<file path="config.mk">
export PLATFORM = sky130hd
export DESIGN_NAME = chunked_download_bin_tracker
export DESIGN_NICKNAME = d
export VERILOG_FILES = /design/src/design/cdbt_pkg.sv /design/src/design/chunked_download_bin_tracker.sv /design/src/design/cdbt_div.sv /design/src/design/cdbt_front.sv /design/src/design/cdbt_queue.sv /design/src/design/cdbt_back.sv
export SDC_FILE = /design/constraint.sdc
export NUM_CORES = 2
export LEC_CHECK = 0
export BUFFER_PORTS_ARGS = -buffer_cell sky130_fd_sc_hd__buf_4
export CORE_UTILIZATION = 64
export CTS_CLUSTER_SIZE = 14
export DETAILED_ROUTE_END_ITERATION = 12
export PLACE_DENSITY = 0.81
export SYNTH_ARGS = -nofsm -noshare
export SYNTH_HDL_FRONTEND = slang
export SYNTH_HIERARCHICAL = 1
export SYNTH_SLANG_ARGS = --single-unit
</file>
<file path="constraint.sdc">
create_clock -name clk_i -period 12.47 [get_ports clk_i]
set_clock_uncertainty 0.05 [all_clocks]
set_input_delay 2.494 -clock clk_i [delete_from_list [all_inputs] [get_ports clk_i]]
set_output_delay 2.494 -clock clk_i [all_outputs]
set_load 0.01 [all_outputs]
</file>
<file path="src/design/cdbt_pkg.sv">
// shared constants, codes and types of the chunked download bin tracker
`default_nettype none

package cdbt_pkg;

  localparam int unsigned BINS_PER_CHUNK = 512;
  localparam int unsigned PACKET_BYTES   = 90;
  localparam int unsigned CHUNK_BYTES    = BINS_PER_CHUNK * PACKET_BYTES;

  localparam int unsigned BIN_W     = $clog2(BINS_PER_CHUNK);
  localparam int unsigned NEED_W    = $clog2(BINS_PER_CHUNK + 1);
  localparam int unsigned ROW_BITS  = 8;
  localparam int unsigned ROW_SEL_W = $clog2(ROW_BITS);
  localparam int unsigned ROWS      = BINS_PER_CHUNK / ROW_BITS;
  localparam int unsigned ROW_W     = $clog2(ROWS);

  localparam int unsigned REM_W     = $clog2(PACKET_BYTES + 1);

  // x / 90 == ((x >> 1) * DIV_MAGIC) >> DIV_SHIFT for every 32-bit x
  // magic is ceil(2^37 / 45), tied to PACKET_BYTES = 90
  localparam logic [31:0] DIV_MAGIC = 32'd3054198967;
  localparam int unsigned DIV_SHIFT = 37;

  localparam int unsigned QUEUE_DEPTH = 2;
  localparam int unsigned QPTR_W      = $clog2(QUEUE_DEPTH);

  typedef enum logic [2:0] {
    ST_ACCEPTED,
    ST_MISALIGNED,
    ST_BAD_SIZE,
    ST_WRONG_CHUNK,
    ST_BIN_RANGE,
    ST_OUTSIDE,
    ST_LIMIT,
    ST_DUPLICATE
  } status_e;

  typedef enum logic {
    OP_DATA,
    OP_ADVANCE
  } op_e;

  // classified item handed from front to back
  typedef struct packed {
    logic        advance;
    logic [31:0] offset;
    logic [7:0]  byte_count;
    logic [31:0] quot;
    logic        misaligned;
    logic        oversize;
    logic        carry;
    logic [31:0] pkt_end;
  } item_t;

endpackage

`default_nettype wire

</file>
<file path="src/design/chunked_download_bin_tracker.sv">
// top level of the chunked download bin tracker
`default_nettype none

// Receive-side tracker for a log download sent as fixed 90-byte packets,
// grouped 512 bins to a chunk. Each input beat is either a packet header
// (offset, byte count) or a move to the next chunk, and each one produces
// exactly one result beat: the check status, whether the next bin was
// already present, chunk and log completion, the first missing run of bins,
// and the learned end offset and byte total. The front end takes a beat and
// divides the offset by the packet size with a three-stage reciprocal
// multiplier, takes no new beat until the last one is passed on, and hands
// the classified item through a two-entry queue to the back end. The back
// end checks it against the tracker state, updates the bin bitmap (64 rows
// of 8 bins, one memory port) and scans all 64 rows to find completion and
// the first gap. The back end sets the throughput and takes one item at
// a time; an item takes longer when the end of the log falls inside the
// current chunk, since the number of required bins then goes through its
// own divider. The bitmap needs no clearing pass: a valid flag per row,
// cleared at reset and on each chunk advance, makes an unwritten row read
// as empty. The limit register is written with a single-cycle enable and
// must only change while no item is in flight.
module chunked_download_bin_tracker import cdbt_pkg::*; (
  input  wire logic        clk_i,
  input  wire logic        rst_ni,
  // limit register
  input  wire logic        cfg_we_i,
  input  wire logic [31:0] cfg_wdata_i,
  // input beats
  input  wire logic        in_valid_i,
  output logic             in_ready_o,
  input  wire logic        operation_i,
  input  wire logic [31:0] offset_i,
  input  wire logic [7:0]  byte_count_i,
  // result beats
  output logic             out_valid_o,
  input  wire logic        out_ready_i,
  output logic [2:0]       status_o,
  output logic             next_bin_present_o,
  output logic             chunk_complete_o,
  output logic             log_complete_o,
  output logic             gap_valid_o,
  output logic [31:0]      gap_offset_o,
  output logic [15:0]      gap_length_o,
  output logic             end_known_o,
  output logic [31:0]      end_position_o,
  output logic [31:0]      total_bytes_o
);

  logic [31:0] max_size_q;
  logic        push;
  item_t       push_item;
  logic        q_full;
  logic        pop;
  item_t       pop_item;
  logic        q_empty;

  // largest allowed packet end offset
  always_ff @(posedge clk_i or negedge rst_ni) begin
    if (!rst_ni) begin
      max_size_q <= '0;
    end else if (cfg_we_i) begin
      max_size_q <= cfg_wdata_i;
    end
  end

  // front: accept and pre-divide
  cdbt_front u_front (
    .clk_i        (clk_i),
    .rst_ni       (rst_ni),
    .in_valid_i   (in_valid_i),
    .in_ready_o   (in_ready_o),
    .operation_i  (operation_i),
    .offset_i     (offset_i),
    .byte_count_i (byte_count_i),
    .push_o       (push),
    .item_o       (push_item),
    .full_i       (q_full)
  );

  // decoupling queue
  cdbt_queue u_queue (
    .clk_i   (clk_i),
    .rst_ni  (rst_ni),
    .push_i  (push),
    .data_i  (push_item),
    .full_o  (q_full),
    .pop_i   (pop),
    .data_o  (pop_item),
    .empty_o (q_empty)
  );

  // back: state update, bitmap and gap scan
  cdbt_back u_back (
    .clk_i              (clk_i),
    .rst_ni             (rst_ni),
    .item_i             (pop_item),
    .empty_i            (q_empty),
    .pop_o              (pop),
    .max_size_i         (max_size_q),
    .out_valid_o        (out_valid_o),
    .out_ready_i        (out_ready_i),
    .status_o           (status_o),
    .next_bin_present_o (next_bin_present_o),
    .chunk_complete_o   (chunk_complete_o),
    .log_complete_o     (log_complete_o),
    .gap_valid_o        (gap_valid_o),
    .gap_offset_o       (gap_offset_o),
    .gap_length_o       (gap_length_o),
    .end_known_o        (end_known_o),
    .end_position_o     (end_position_o),
    .total_bytes_o      (total_bytes_o)
  );

endmodule

`default_nettype wire

</file>
<file path="src/design/cdbt_div.sv">
// divider by the packet size: reciprocal multiply, then quotient and remainder with a done flag
`default_nettype none

module cdbt_div import cdbt_pkg::*; (
  input  wire logic              clk_i,
  input  wire logic              rst_ni,
  input  wire logic              start_i,
  input  wire logic [31:0]       dividend_i,
  output logic                   done_o,
  output logic [31:0]            quot_o,
  output logic [REM_W-1:0]       rem_o
);

  logic [2:0]              stage_q;
  logic                    done_q;
  logic [31:0]             num_q;
  logic [62:0]             prod_q;
  logic [62-DIV_SHIFT:0]   quot_q;
  logic [REM_W-1:0]        rem_q;

  always_ff @(posedge clk_i or negedge rst_ni) begin
    if (!rst_ni) begin
      stage_q <= '0;
      done_q  <= 1'b0;
    end else begin
      stage_q <= {stage_q[1:0], start_i};
      done_q  <= stage_q[2];
    end
  end

  // multiply, take the quotient, then the remainder
  always_ff @(posedge clk_i) begin
    if (start_i) begin
      num_q <= dividend_i;
    end
    prod_q <= 63'(num_q[31:1]) * 63'(DIV_MAGIC);
    quot_q <= prod_q[62:DIV_SHIFT];
    rem_q  <= REM_W'(num_q - 32'(quot_q) * 32'(PACKET_BYTES));
  end

  assign done_o = done_q;
  assign quot_o = 32'(quot_q);
  assign rem_o  = rem_q;

endmodule

`default_nettype wire

</file>
<file path="src/design/cdbt_front.sv">
// front end: takes input beats, divides the offset and classifies the packet
`default_nettype none

module cdbt_front import cdbt_pkg::*; (
  input  wire logic        clk_i,
  input  wire logic        rst_ni,
  input  wire logic        in_valid_i,
  output logic             in_ready_o,
  input  wire logic        operation_i,
  input  wire logic [31:0] offset_i,
  input  wire logic [7:0]  byte_count_i,
  output logic             push_o,
  output item_t            item_o,
  input  wire logic        full_i
);

  typedef enum logic [1:0] {
    F_IDLE,
    F_DIV,
    F_PUSH
  } fstate_e;

  fstate_e          state_q;
  item_t            item_q;
  logic             accept;
  logic             div_start;
  logic             div_done;
  logic [31:0]      div_quot;
  logic [REM_W-1:0] div_rem;
  logic [32:0]      end_sum;

  assign in_ready_o = (state_q == F_IDLE);
  assign accept     = in_valid_i && in_ready_o;
  assign div_start  = accept && (operation_i == OP_DATA);
  assign end_sum    = {1'b0, offset_i} + 33'(byte_count_i);
  assign push_o     = (state_q == F_PUSH) && !full_i;
  assign item_o     = item_q;

  cdbt_div u_div (
    .clk_i      (clk_i),
    .rst_ni     (rst_ni),
    .start_i    (div_start),
    .dividend_i (offset_i),
    .done_o     (div_done),
    .quot_o     (div_quot),
    .rem_o      (div_rem)
  );

  always_ff @(posedge clk_i or negedge rst_ni) begin
    if (!rst_ni) begin
      state_q <= F_IDLE;
      item_q  <= '0;
    end else begin
      case (state_q)
        F_IDLE: begin
          if (accept) begin
            item_q.advance    <= (operation_i == OP_ADVANCE);
            item_q.offset     <= offset_i;
            item_q.byte_count <= byte_count_i;
            item_q.oversize   <= byte_count_i > 8'(PACKET_BYTES);
            item_q.carry      <= end_sum[32];
            item_q.pkt_end    <= end_sum[31:0];
            item_q.quot       <= '0;
            item_q.misaligned <= 1'b0;
            state_q           <= div_start ? F_DIV : F_PUSH;
          end
        end
        F_DIV: begin
          if (div_done) begin
            item_q.quot       <= div_quot;
            item_q.misaligned <= (div_rem != '0);
            state_q           <= F_PUSH;
          end
        end
        F_PUSH: begin
          if (!full_i) begin
            state_q <= F_IDLE;
          end
        end
        default: state_q <= F_IDLE;
      endcase
    end
  end

endmodule

`default_nettype wire

</file>
<file path="src/design/cdbt_queue.sv">
// short queue of classified items between front and back
`default_nettype none

module cdbt_queue import cdbt_pkg::*; (
  input  wire logic  clk_i,
  input  wire logic  rst_ni,
  input  wire logic  push_i,
  input  item_t      data_i,
  output logic       full_o,
  input  wire logic  pop_i,
  output item_t      data_o,
  output logic       empty_o
);

  item_t             slots_q [QUEUE_DEPTH];
  logic [QPTR_W-1:0] wr_ptr_q;
  logic [QPTR_W-1:0] rd_ptr_q;
  logic [QPTR_W:0]   count_q;

  assign full_o  = (count_q == (QPTR_W + 1)'(QUEUE_DEPTH));
  assign empty_o = (count_q == '0);
  assign data_o  = slots_q[rd_ptr_q];

  always_ff @(posedge clk_i or negedge rst_ni) begin
    if (!rst_ni) begin
      wr_ptr_q <= '0;
      rd_ptr_q <= '0;
      count_q  <= '0;
    end else begin
      if (push_i) begin
        wr_ptr_q <= (wr_ptr_q == QPTR_W'(QUEUE_DEPTH - 1)) ? '0 : wr_ptr_q + QPTR_W'(1);
      end
      if (pop_i) begin
        rd_ptr_q <= (rd_ptr_q == QPTR_W'(QUEUE_DEPTH - 1)) ? '0 : rd_ptr_q + QPTR_W'(1);
      end
      if (push_i && !pop_i) begin
        count_q <= count_q + (QPTR_W + 1)'(1);
      end else if (pop_i && !push_i) begin
        count_q <= count_q - (QPTR_W + 1)'(1);
      end
    end
  end

  always_ff @(posedge clk_i) begin
    if (push_i) begin
      slots_q[wr_ptr_q] <= data_i;
    end
  end

endmodule

`default_nettype wire

</file>
<file path="src/design/cdbt_back.sv">
// back end: applies checks against the tracker state, updates the bitmap, scans for gaps
`default_nettype none

module cdbt_back import cdbt_pkg::*; (
  input  wire logic        clk_i,
  input  wire logic        rst_ni,
  input  item_t            item_i,
  input  wire logic        empty_i,
  output logic             pop_o,
  input  wire logic [31:0] max_size_i,
  output logic             out_valid_o,
  input  wire logic        out_ready_i,
  output logic [2:0]       status_o,
  output logic             next_bin_present_o,
  output logic             chunk_complete_o,
  output logic             log_complete_o,
  output logic             gap_valid_o,
  output logic [31:0]      gap_offset_o,
  output logic [15:0]      gap_length_o,
  output logic             end_known_o,
  output logic [31:0]      end_position_o,
  output logic [31:0]      total_bytes_o
);

  typedef enum logic [3:0] {
    B_IDLE,
    B_CHECK,
    B_RDA,
    B_RDB,
    B_NEED,
    B_NDIV,
    B_SCAN,
    B_GAP,
    B_OUT
  } bstate_e;

  // tracker state
  bstate_e              state_q;
  item_t                it_q;
  logic [31:0]          chunk_q;
  logic [31:0]          base_q;
  logic                 end_seen_q;
  logic [31:0]          end_q;
  logic [31:0]          total_q;
  logic [NEED_W-1:0]    tally_q;
  logic [ROWS-1:0]      row_valid_q;

  // per item work registers
  status_e              w_status_q;
  logic                 w_next_q;
  logic [ROW_BITS-1:0]  rowa_q;
  logic [NEED_W-1:0]    need_q;
  logic [NEED_W-1:0]    start_q;
  logic [NEED_W-1:0]    stop_q;
  logic                 found_start_q;
  logic                 found_stop_q;
  logic [ROW_W:0]       issue_q;
  logic                 rd_live_q;
  logic [ROW_W-1:0]     rd_row_q;
  logic [31:0]          goff_q;

  // result registers
  logic                 out_valid_q;
  status_e              status_q;
  logic                 next_bin_q;
  logic                 chunk_done_q;
  logic                 log_done_q;
  logic                 gap_valid_q;
  logic [31:0]          gap_off_q;
  logic [15:0]          gap_len_q;
  logic                 out_end_seen_q;
  logic [31:0]          out_end_q;
  logic [31:0]          out_total_q;

  // bitmap memory, one row of bins per word
  logic [ROW_BITS-1:0]  mem [ROWS];
  logic [ROW_BITS-1:0]  rd_data_q;
  logic                 mem_re;
  logic [ROW_W-1:0]     mem_raddr;
  logic                 mem_we;

  logic [BIN_W-1:0]     bin;
  logic [ROW_W-1:0]     row_a;
  logic [ROW_W-1:0]     row_b;
  logic [ROW_SEL_W-1:0] bit_a;
  logic                 last_pkt;
  status_e              chk_status;
  logic [32:0]          top;
  logic                 end_far;
  logic                 end_low;
  logic [31:0]          need_arg;
  logic                 div_start;
  logic                 div_done;
  logic [31:0]          div_quot;
  logic [REM_W-1:0]     div_rem;
  logic [ROW_BITS-1:0]  rowb_bits;
  logic                 next_hit;
  logic [NEED_W-1:0]    s_start;
  logic [NEED_W-1:0]    s_stop;
  logic                 s_fs;
  logic                 s_fp;
  logic [NEED_W-1:0]    idx;
  logic                 bit_set;
  logic                 out_free;
  logic [31:0]          run_len;
  logic [31:0]          room;
  logic [31:0]          glen;
  logic                 cdone;
  logic                 ldone;
  logic                 gvalid;

  assign bin      = it_q.quot[BIN_W-1:0];
  assign row_a    = bin[BIN_W-1:ROW_SEL_W];
  assign row_b    = row_a + ROW_W'(1);
  assign bit_a    = bin[ROW_SEL_W-1:0];
  assign last_pkt = it_q.byte_count < 8'(PACKET_BYTES);

  // checks in priority order; carry outside before the limit, end checks after it
  always_comb begin
    if (it_q.misaligned) begin
      chk_status = ST_MISALIGNED;
    end else if (it_q.oversize) begin
      chk_status = ST_BAD_SIZE;
    end else if ((it_q.quot >> BIN_W) != chunk_q) begin
      chk_status = ST_WRONG_CHUNK;
    end else if (it_q.carry) begin
      chk_status = ST_OUTSIDE;
    end else if (it_q.pkt_end > max_size_i) begin
      chk_status = ST_LIMIT;
    end else if (end_seen_q && ((last_pkt && it_q.pkt_end != end_q) ||
                 it_q.offset > end_q || it_q.pkt_end > end_q)) begin
      chk_status = ST_OUTSIDE;
    end else if (it_q.byte_count == '0 && end_seen_q) begin
      chk_status = ST_DUPLICATE;
    end else begin
      chk_status = ST_ACCEPTED;
    end
  end

  // required bins: all if end unknown or past this chunk, none if at or below the base
  assign top       = {1'b0, base_q} + 33'(CHUNK_BYTES);
  assign end_far   = !end_seen_q || ({1'b0, end_q} > top);
  assign end_low   = end_q <= base_q;
  assign need_arg  = end_q - base_q + 32'(PACKET_BYTES - 1);
  assign div_start = (state_q == B_NEED) && !end_far && !end_low;

  cdbt_div u_div (
    .clk_i      (clk_i),
    .rst_ni     (rst_ni),
    .start_i    (div_start),
    .dividend_i (need_arg),
    .done_o     (div_done),
    .quot_o     (div_quot),
    .rem_o      (div_rem)
  );

  assign rowb_bits = row_valid_q[row_b] ? rd_data_q : '0;
  assign next_hit  = (bit_a == '1) ? ((row_a != '1) && rowb_bits[0])
                                   : rowa_q[bit_a + ROW_SEL_W'(1)];

  // memory port control
  always_comb begin
    mem_re    = 1'b0;
    mem_raddr = row_a;
    mem_we    = 1'b0;
    case (state_q)
      B_CHECK: mem_re = !it_q.advance && (chk_status == ST_ACCEPTED) &&
                        (it_q.byte_count != '0);
      B_RDA: begin
        mem_re    = 1'b1;
        mem_raddr = row_b;
      end
      B_RDB: mem_we = !rowa_q[bit_a];
      B_SCAN: begin
        mem_re    = issue_q < (ROW_W + 1)'(ROWS);
        mem_raddr = issue_q[ROW_W-1:0];
      end
      default: ;
    endcase
  end

  always_ff @(posedge clk_i) begin
    if (mem_we) begin
      mem[row_a] <= rowa_q | (ROW_BITS'(1) << bit_a);
    end
    if (mem_re) begin
      rd_data_q <= mem[mem_raddr];
    end
  end

  // first missing run over one row of bins
  always_comb begin
    s_start = start_q;
    s_stop  = stop_q;
    s_fs    = found_start_q;
    s_fp    = found_stop_q;
    idx     = '0;
    bit_set = 1'b0;
    for (int j = 0; j < ROW_BITS; j++) begin
      idx     = NEED_W'({rd_row_q, ROW_SEL_W'(j)});
      bit_set = row_valid_q[rd_row_q] && rd_data_q[j];
      if (!s_fs) begin
        if (idx < need_q && !bit_set) begin
          s_start = idx;
          s_fs    = 1'b1;
        end
      end else if (!s_fp) begin
        if (idx < need_q && bit_set) begin
          s_stop = idx;
          s_fp   = 1'b1;
        end
      end
    end
  end

  // result fields
  assign gvalid  = need_q != '0;
  assign cdone   = start_q == need_q;
  assign ldone   = end_seen_q && (end_q >= base_q) && ({1'b0, end_q} <= top) && cdone;
  assign run_len = 32'(stop_q - start_q) * 32'(PACKET_BYTES);
  assign room    = ~goff_q;
  assign glen    = (run_len < room) ? run_len : room;
  assign out_free = !out_valid_q || out_ready_i;
  assign pop_o   = (state_q == B_IDLE) && !empty_i;

  always_ff @(posedge clk_i or negedge rst_ni) begin
    if (!rst_ni) begin
      state_q        <= B_IDLE;
      it_q           <= '0;
      chunk_q        <= '0;
      base_q         <= '0;
      end_seen_q     <= 1'b0;
      end_q          <= '0;
      total_q        <= '0;
      tally_q        <= '0;
      row_valid_q    <= '0;
      w_status_q     <= ST_ACCEPTED;
      w_next_q       <= 1'b0;
      rowa_q         <= '0;
      need_q         <= '0;
      start_q        <= '0;
      stop_q         <= '0;
      found_start_q  <= 1'b0;
      found_stop_q   <= 1'b0;
      issue_q        <= '0;
      rd_live_q      <= 1'b0;
      rd_row_q       <= '0;
      goff_q         <= '0;
      out_valid_q    <= 1'b0;
      status_q       <= ST_ACCEPTED;
      next_bin_q     <= 1'b0;
      chunk_done_q   <= 1'b0;
      log_done_q     <= 1'b0;
      gap_valid_q    <= 1'b0;
      gap_off_q      <= '0;
      gap_len_q      <= '0;
      out_end_seen_q <= 1'b0;
      out_end_q      <= '0;
      out_total_q    <= '0;
    end else begin
      // a beat taken in B_OUT is replaced there by the next one
      if (out_valid_q && out_ready_i && (state_q != B_OUT)) begin
        out_valid_q <= 1'b0;
      end
      rd_live_q <= (state_q == B_SCAN) && mem_re;
      rd_row_q  <= issue_q[ROW_W-1:0];
      case (state_q)
        B_IDLE: begin
          if (!empty_i) begin
            it_q    <= item_i;
            state_q <= B_CHECK;
          end
        end
        B_CHECK: begin
          w_next_q   <= 1'b0;
          w_status_q <= it_q.advance ? ST_ACCEPTED : chk_status;
          if (it_q.advance) begin
            chunk_q     <= chunk_q + 32'd1;
            base_q      <= base_q + 32'(CHUNK_BYTES);
            tally_q     <= '0;
            row_valid_q <= '0;
            state_q     <= B_NEED;
          end else if (chk_status != ST_ACCEPTED) begin
            state_q    <= B_NEED;
          end else if (it_q.byte_count == '0) begin
            // empty packet fixes the end of the log
            end_seen_q <= 1'b1;
            end_q      <= it_q.offset;
            state_q    <= B_NEED;
          end else begin
            state_q <= B_RDA;
          end
        end
        B_RDA: begin
          rowa_q  <= row_valid_q[row_a] ? rd_data_q : '0;
          state_q <= B_RDB;
        end
        B_RDB: begin
          if (rowa_q[bit_a]) begin
            w_status_q <= ST_DUPLICATE;
          end else begin
            row_valid_q[row_a] <= 1'b1;
            tally_q            <= tally_q + NEED_W'(1);
            total_q            <= total_q + 32'(it_q.byte_count);
            w_next_q           <= next_hit;
            if (last_pkt) begin
              end_seen_q <= 1'b1;
              end_q      <= it_q.pkt_end;
            end
          end
          state_q <= B_NEED;
        end
        B_NEED: begin
          found_start_q <= 1'b0;
          found_stop_q  <= 1'b0;
          issue_q       <= '0;
          if (end_far) begin
            need_q  <= NEED_W'(BINS_PER_CHUNK);
            start_q <= NEED_W'(BINS_PER_CHUNK);
            stop_q  <= NEED_W'(BINS_PER_CHUNK);
            state_q <= B_SCAN;
          end else if (end_low) begin
            need_q  <= '0;
            start_q <= '0;
            stop_q  <= '0;
            state_q <= B_SCAN;
          end else begin
            state_q <= B_NDIV;
          end
        end
        B_NDIV: begin
          if (div_done) begin
            need_q  <= div_quot[NEED_W-1:0];
            start_q <= div_quot[NEED_W-1:0];
            stop_q  <= div_quot[NEED_W-1:0];
            state_q <= B_SCAN;
          end
        end
        B_SCAN: begin
          if (mem_re) begin
            issue_q <= issue_q + (ROW_W + 1)'(1);
          end
          if (rd_live_q) begin
            start_q       <= s_start;
            stop_q        <= s_stop;
            found_start_q <= s_fs;
            found_stop_q  <= s_fp;
            if (rd_row_q == ROW_W'(ROWS - 1)) begin
              state_q <= B_GAP;
            end
          end
        end
        B_GAP: begin
          goff_q  <= base_q + 32'(32'(start_q) * 32'(PACKET_BYTES));
          state_q <= B_OUT;
        end
        B_OUT: begin
          if (out_free) begin
            out_valid_q    <= 1'b1;
            status_q       <= w_status_q;
            next_bin_q     <= w_next_q;
            chunk_done_q   <= cdone;
            log_done_q     <= ldone;
            gap_valid_q    <= gvalid;
            gap_off_q      <= gvalid ? goff_q : '0;
            gap_len_q      <= gvalid ? glen[15:0] : '0;
            out_end_seen_q <= end_seen_q;
            out_end_q      <= end_q;
            out_total_q    <= total_q;
            state_q        <= B_IDLE;
          end
        end
        default: state_q <= B_IDLE;
      endcase
    end
  end

  assign out_valid_o        = out_valid_q;
  assign status_o           = status_q;
  assign next_bin_present_o = next_bin_q;
  assign chunk_complete_o   = chunk_done_q;
  assign log_complete_o     = log_done_q;
  assign gap_valid_o        = gap_valid_q;
  assign gap_offset_o       = gap_off_q;
  assign gap_length_o       = gap_len_q;
  assign end_known_o        = out_end_seen_q;
  assign end_position_o     = out_end_q;
  assign total_bytes_o      = out_total_q;

`ifndef SYNTHESIS
  ap_tally_bound: assert property (@(posedge clk_i) disable iff (!rst_ni)
    tally_q <= NEED_W'(BINS_PER_CHUNK))
    else $error("bin tally beyond chunk size");

  ap_next_only_ok: assert property (@(posedge clk_i) disable iff (!rst_ni)
    out_valid_q && next_bin_q |-> status_q == ST_ACCEPTED)
    else $error("next bin flag on a rejected beat");

  ap_log_needs_chunk: assert property (@(posedge clk_i) disable iff (!rst_ni)
    out_valid_q && log_done_q |-> chunk_done_q && out_end_seen_q)
    else $error("log complete without chunk complete and known end");

  ap_no_gap_zero: assert property (@(posedge clk_i) disable iff (!rst_ni)
    out_valid_q && !gap_valid_q |-> gap_len_q == '0 && gap_off_q == '0)
    else $error("gap fields set with no required bins");

  ap_done_no_run: assert property (@(posedge clk_i) disable iff (!rst_ni)
    out_valid_q && chunk_done_q && gap_valid_q |-> gap_len_q == '0)
    else $error("missing run reported on a complete chunk");
`endif

endmodule

`default_nettype wire
</file>
==> results.txt <==
Num Clock Sinks: 1536
Setup Buffers After CTS: 0
TritonCTS buffer count: 157
Routed Antenna Nets: 0
Setup violators final: 0
Hold Crit Start: u_front/u_div/prod_q[62]$_DFF_P_
P&R area growth vs syn: 9.17%
Final period utilization: 76.4%
Min Tclk post-route: 9530 ps
Die Span Y: 388 um
Worst-path clk slew: 60 ps
# DRC: 0
Die X-Extent: 388 um
Deepest clock path buffer count: 3
Worst R2R Start: u_back/start_q[0]$_DFFE_PN0P_
Fin Setup TNS: 0 ps
Total grt overflow: 0
Cts hold-fix bufs: 0
Crit-path most repeated cell: a21o_1
DIE AREA: 150000 um2
Layout Nets: 9482
I/O Buffers: 198
Flop-to-flop setup slack: 2940 ps
Max-slew violations: 0
Hold endpoint: u_front/u_div/quot_q[25]$_DFF_P_
Final instance area: 104000 um2
Num rows: 141
CP bufs+invs: 5
Crit-path leading delay family: compound AO/OA/AOI/OAI gates
H-tree level count: 4
Reg-to-Reg End: u_back/gap_length_o[1]$_DFFE_PN0P_
TritonCTS clock tree: yes
Vias per cell: 6.15
Skew-Pair Late Insertion Delay: 840 ps
Layout cells sized above 1: 12.5%
Placer Congestion: 0.994
Status: finished, final reports clean
Post-synthesis cell count: 7705
Critical Path Max Stage Delay: 630 ps
Final Hold Viols: 0
Crit path arrival time: 10220 ps
Worst-Margin Slew: 1350 ps
Post-synthesis instance area: 95300 um2
Post-cts gate resize count: 0
Startpoint Class: flop
Max frequency: 0.105 GHz
I/O pin count: 200
WL per Instance: 24.8 um
Initial Util: 64.5%
Slew HR: 9.87%
Synth warnings: 6
Iteration count of the initial detailed-routing pass: 6
Slowest cell on crit path: a21oi_1
CP Class: reg -> reg
Final wirelength: 247000 um
CP max FO: 29
Largest net degree at the start of global routing: 165
Hold Crit Depth: 0
Unrepaired setup endpoints after global routing: no
Antenna violations before repair: 13
GR Util All Layers: 33.7%
Root Driver: clkbuf_16
Vias in the first global route: 64.0k
DP HPWL: 184000 um
MaxCap Viol Count: 0
Critical Path RT: 13160 ps
Syn_area_per_cell: 12.4 um2
Final Util: 70.4%
Fin Hold WS: 207 ps
Worst Reg-to-Reg Cells: 39
CP endpoint kind: flop
Via count: 61.3k
Worst hold-check path type: reg -> reg
Placed cell areas: 98700 um2
Global-route wire length before repair: 383000 um
Core area: 148000 um2
DRT iter0 DRCs: 5220
how the worst max path moves through the flow:
stage	endpoint	from	depth (start not counted)
2_1_floorplan	u_back/gap_length_o[12]$_DFFE_PN0P_	u_back/start_q[0]$_DFFE_PN0P_	42
3_3_place_gp	u_back/gap_length_o[1]$_DFFE_PN0P_	u_back/start_q[0]$_DFFE_PN0P_	39
3_5_place_dp	u_back/gap_length_o[1]$_DFFE_PN0P_	u_back/start_q[0]$_DFFE_PN0P_	39
4_1_cts	u_back/gap_length_o[1]$_DFFE_PN0P_	u_back/start_q[0]$_DFFE_PN0P_	39
5_1_grt	u_back/gap_length_o[1]$_DFFE_PN0P_	u_back/start_q[0]$_DFFE_PN0P_	39
6_report	u_back/gap_length_o[1]$_DFFE_PN0P_	u_back/start_q[0]$_DFFE_PN0P_	39
flip-flops by register name, indices dropped and copies added, names as in the netlist, 26 cells and up:
signal and count:
u_queue/slots_q 216, max_size_q 32, u_back/row_valid_q 64, u_front/u_div/quot_q 26, u_back/gap_offset_o 31, u_back/end_position_o 32, u_back/chunk_q 32, u_back/u_div/num_q 31
u_back/goff_q 31, u_back/total_bytes_o 32, u_front/u_div/num_q 32, u_back/end_q 32, u_back/mem 512, u_front/u_div/prod_q 26, u_back/total_q 32, u_front/item_o 108
u_back/it_q 99
cells in the final DEF (no fill, tap or decap), drive strengths merged, types with 14 or more instances in the layout:
cell,count
edfxtp,799
a31oi,43
a22o,83
and3,51
mux2i,138
a21boi,19
nor2,388
xnor2,221
a21oi,218
buf,247
fa,621
ha,891
clkinv,63
nor4,26
clkbuf,212
o21a,41
nor2b,65
or3,14
nand2b,23
nor3,39
o21ai,223
and2,22
dfrtp,658
mux2,293
nand2,422
a22oi,44
o31ai,16
a21o,145
o311ai,14
a211oi,61
inv,1188
mux4,153
nand3,100
xor2,64
o21bai,29
nand4,97
dfxtp,79
o211ai,27
worst reg2reg max path, delay by kind of cell (launching register included):
family	cells	cell delay (ps)
and+or+nand+nor	3	550
AOI/OAI and AO/OA	23	4450
muxes	1	260
buffers and inverters	5	860
adders and majority gates	7	2780
DFF	1	490
cell type report:
class	instances	area, um2
timing repair buffer	247	1870
fill	10049	43600
tap	1930	2410
clock buffer	212	4310
multi-input combinational	4767	47900
sequential	1536	42000
antenna	5	12.5
inverter	1183	4440
clock inverter	84	1030
through the flow:
stage	worst slack [ps]	instances
after global placement	3160	9663
after detailed placement	3090	9663
after global routing	2310	9964
final	2940	9964
after floorplan	3800	7710
after CTS	3010	9959
routing by layer:
metal | global-route usage, % | share of wire [%] | up-vias
met5 | 0 | 0.022 | -
met4 | 13.8 | 4.4 | 8
met3 | 6.80 | 8.3 | 521
met2 | 53.2 | 47 | 2751
met1 | 45.9 | 40 | 30868
li1 | - | - | 27111
Power is not shown: default switching activity piles up to over one toggle a cycle in this logic, so the estimate is an artifact.
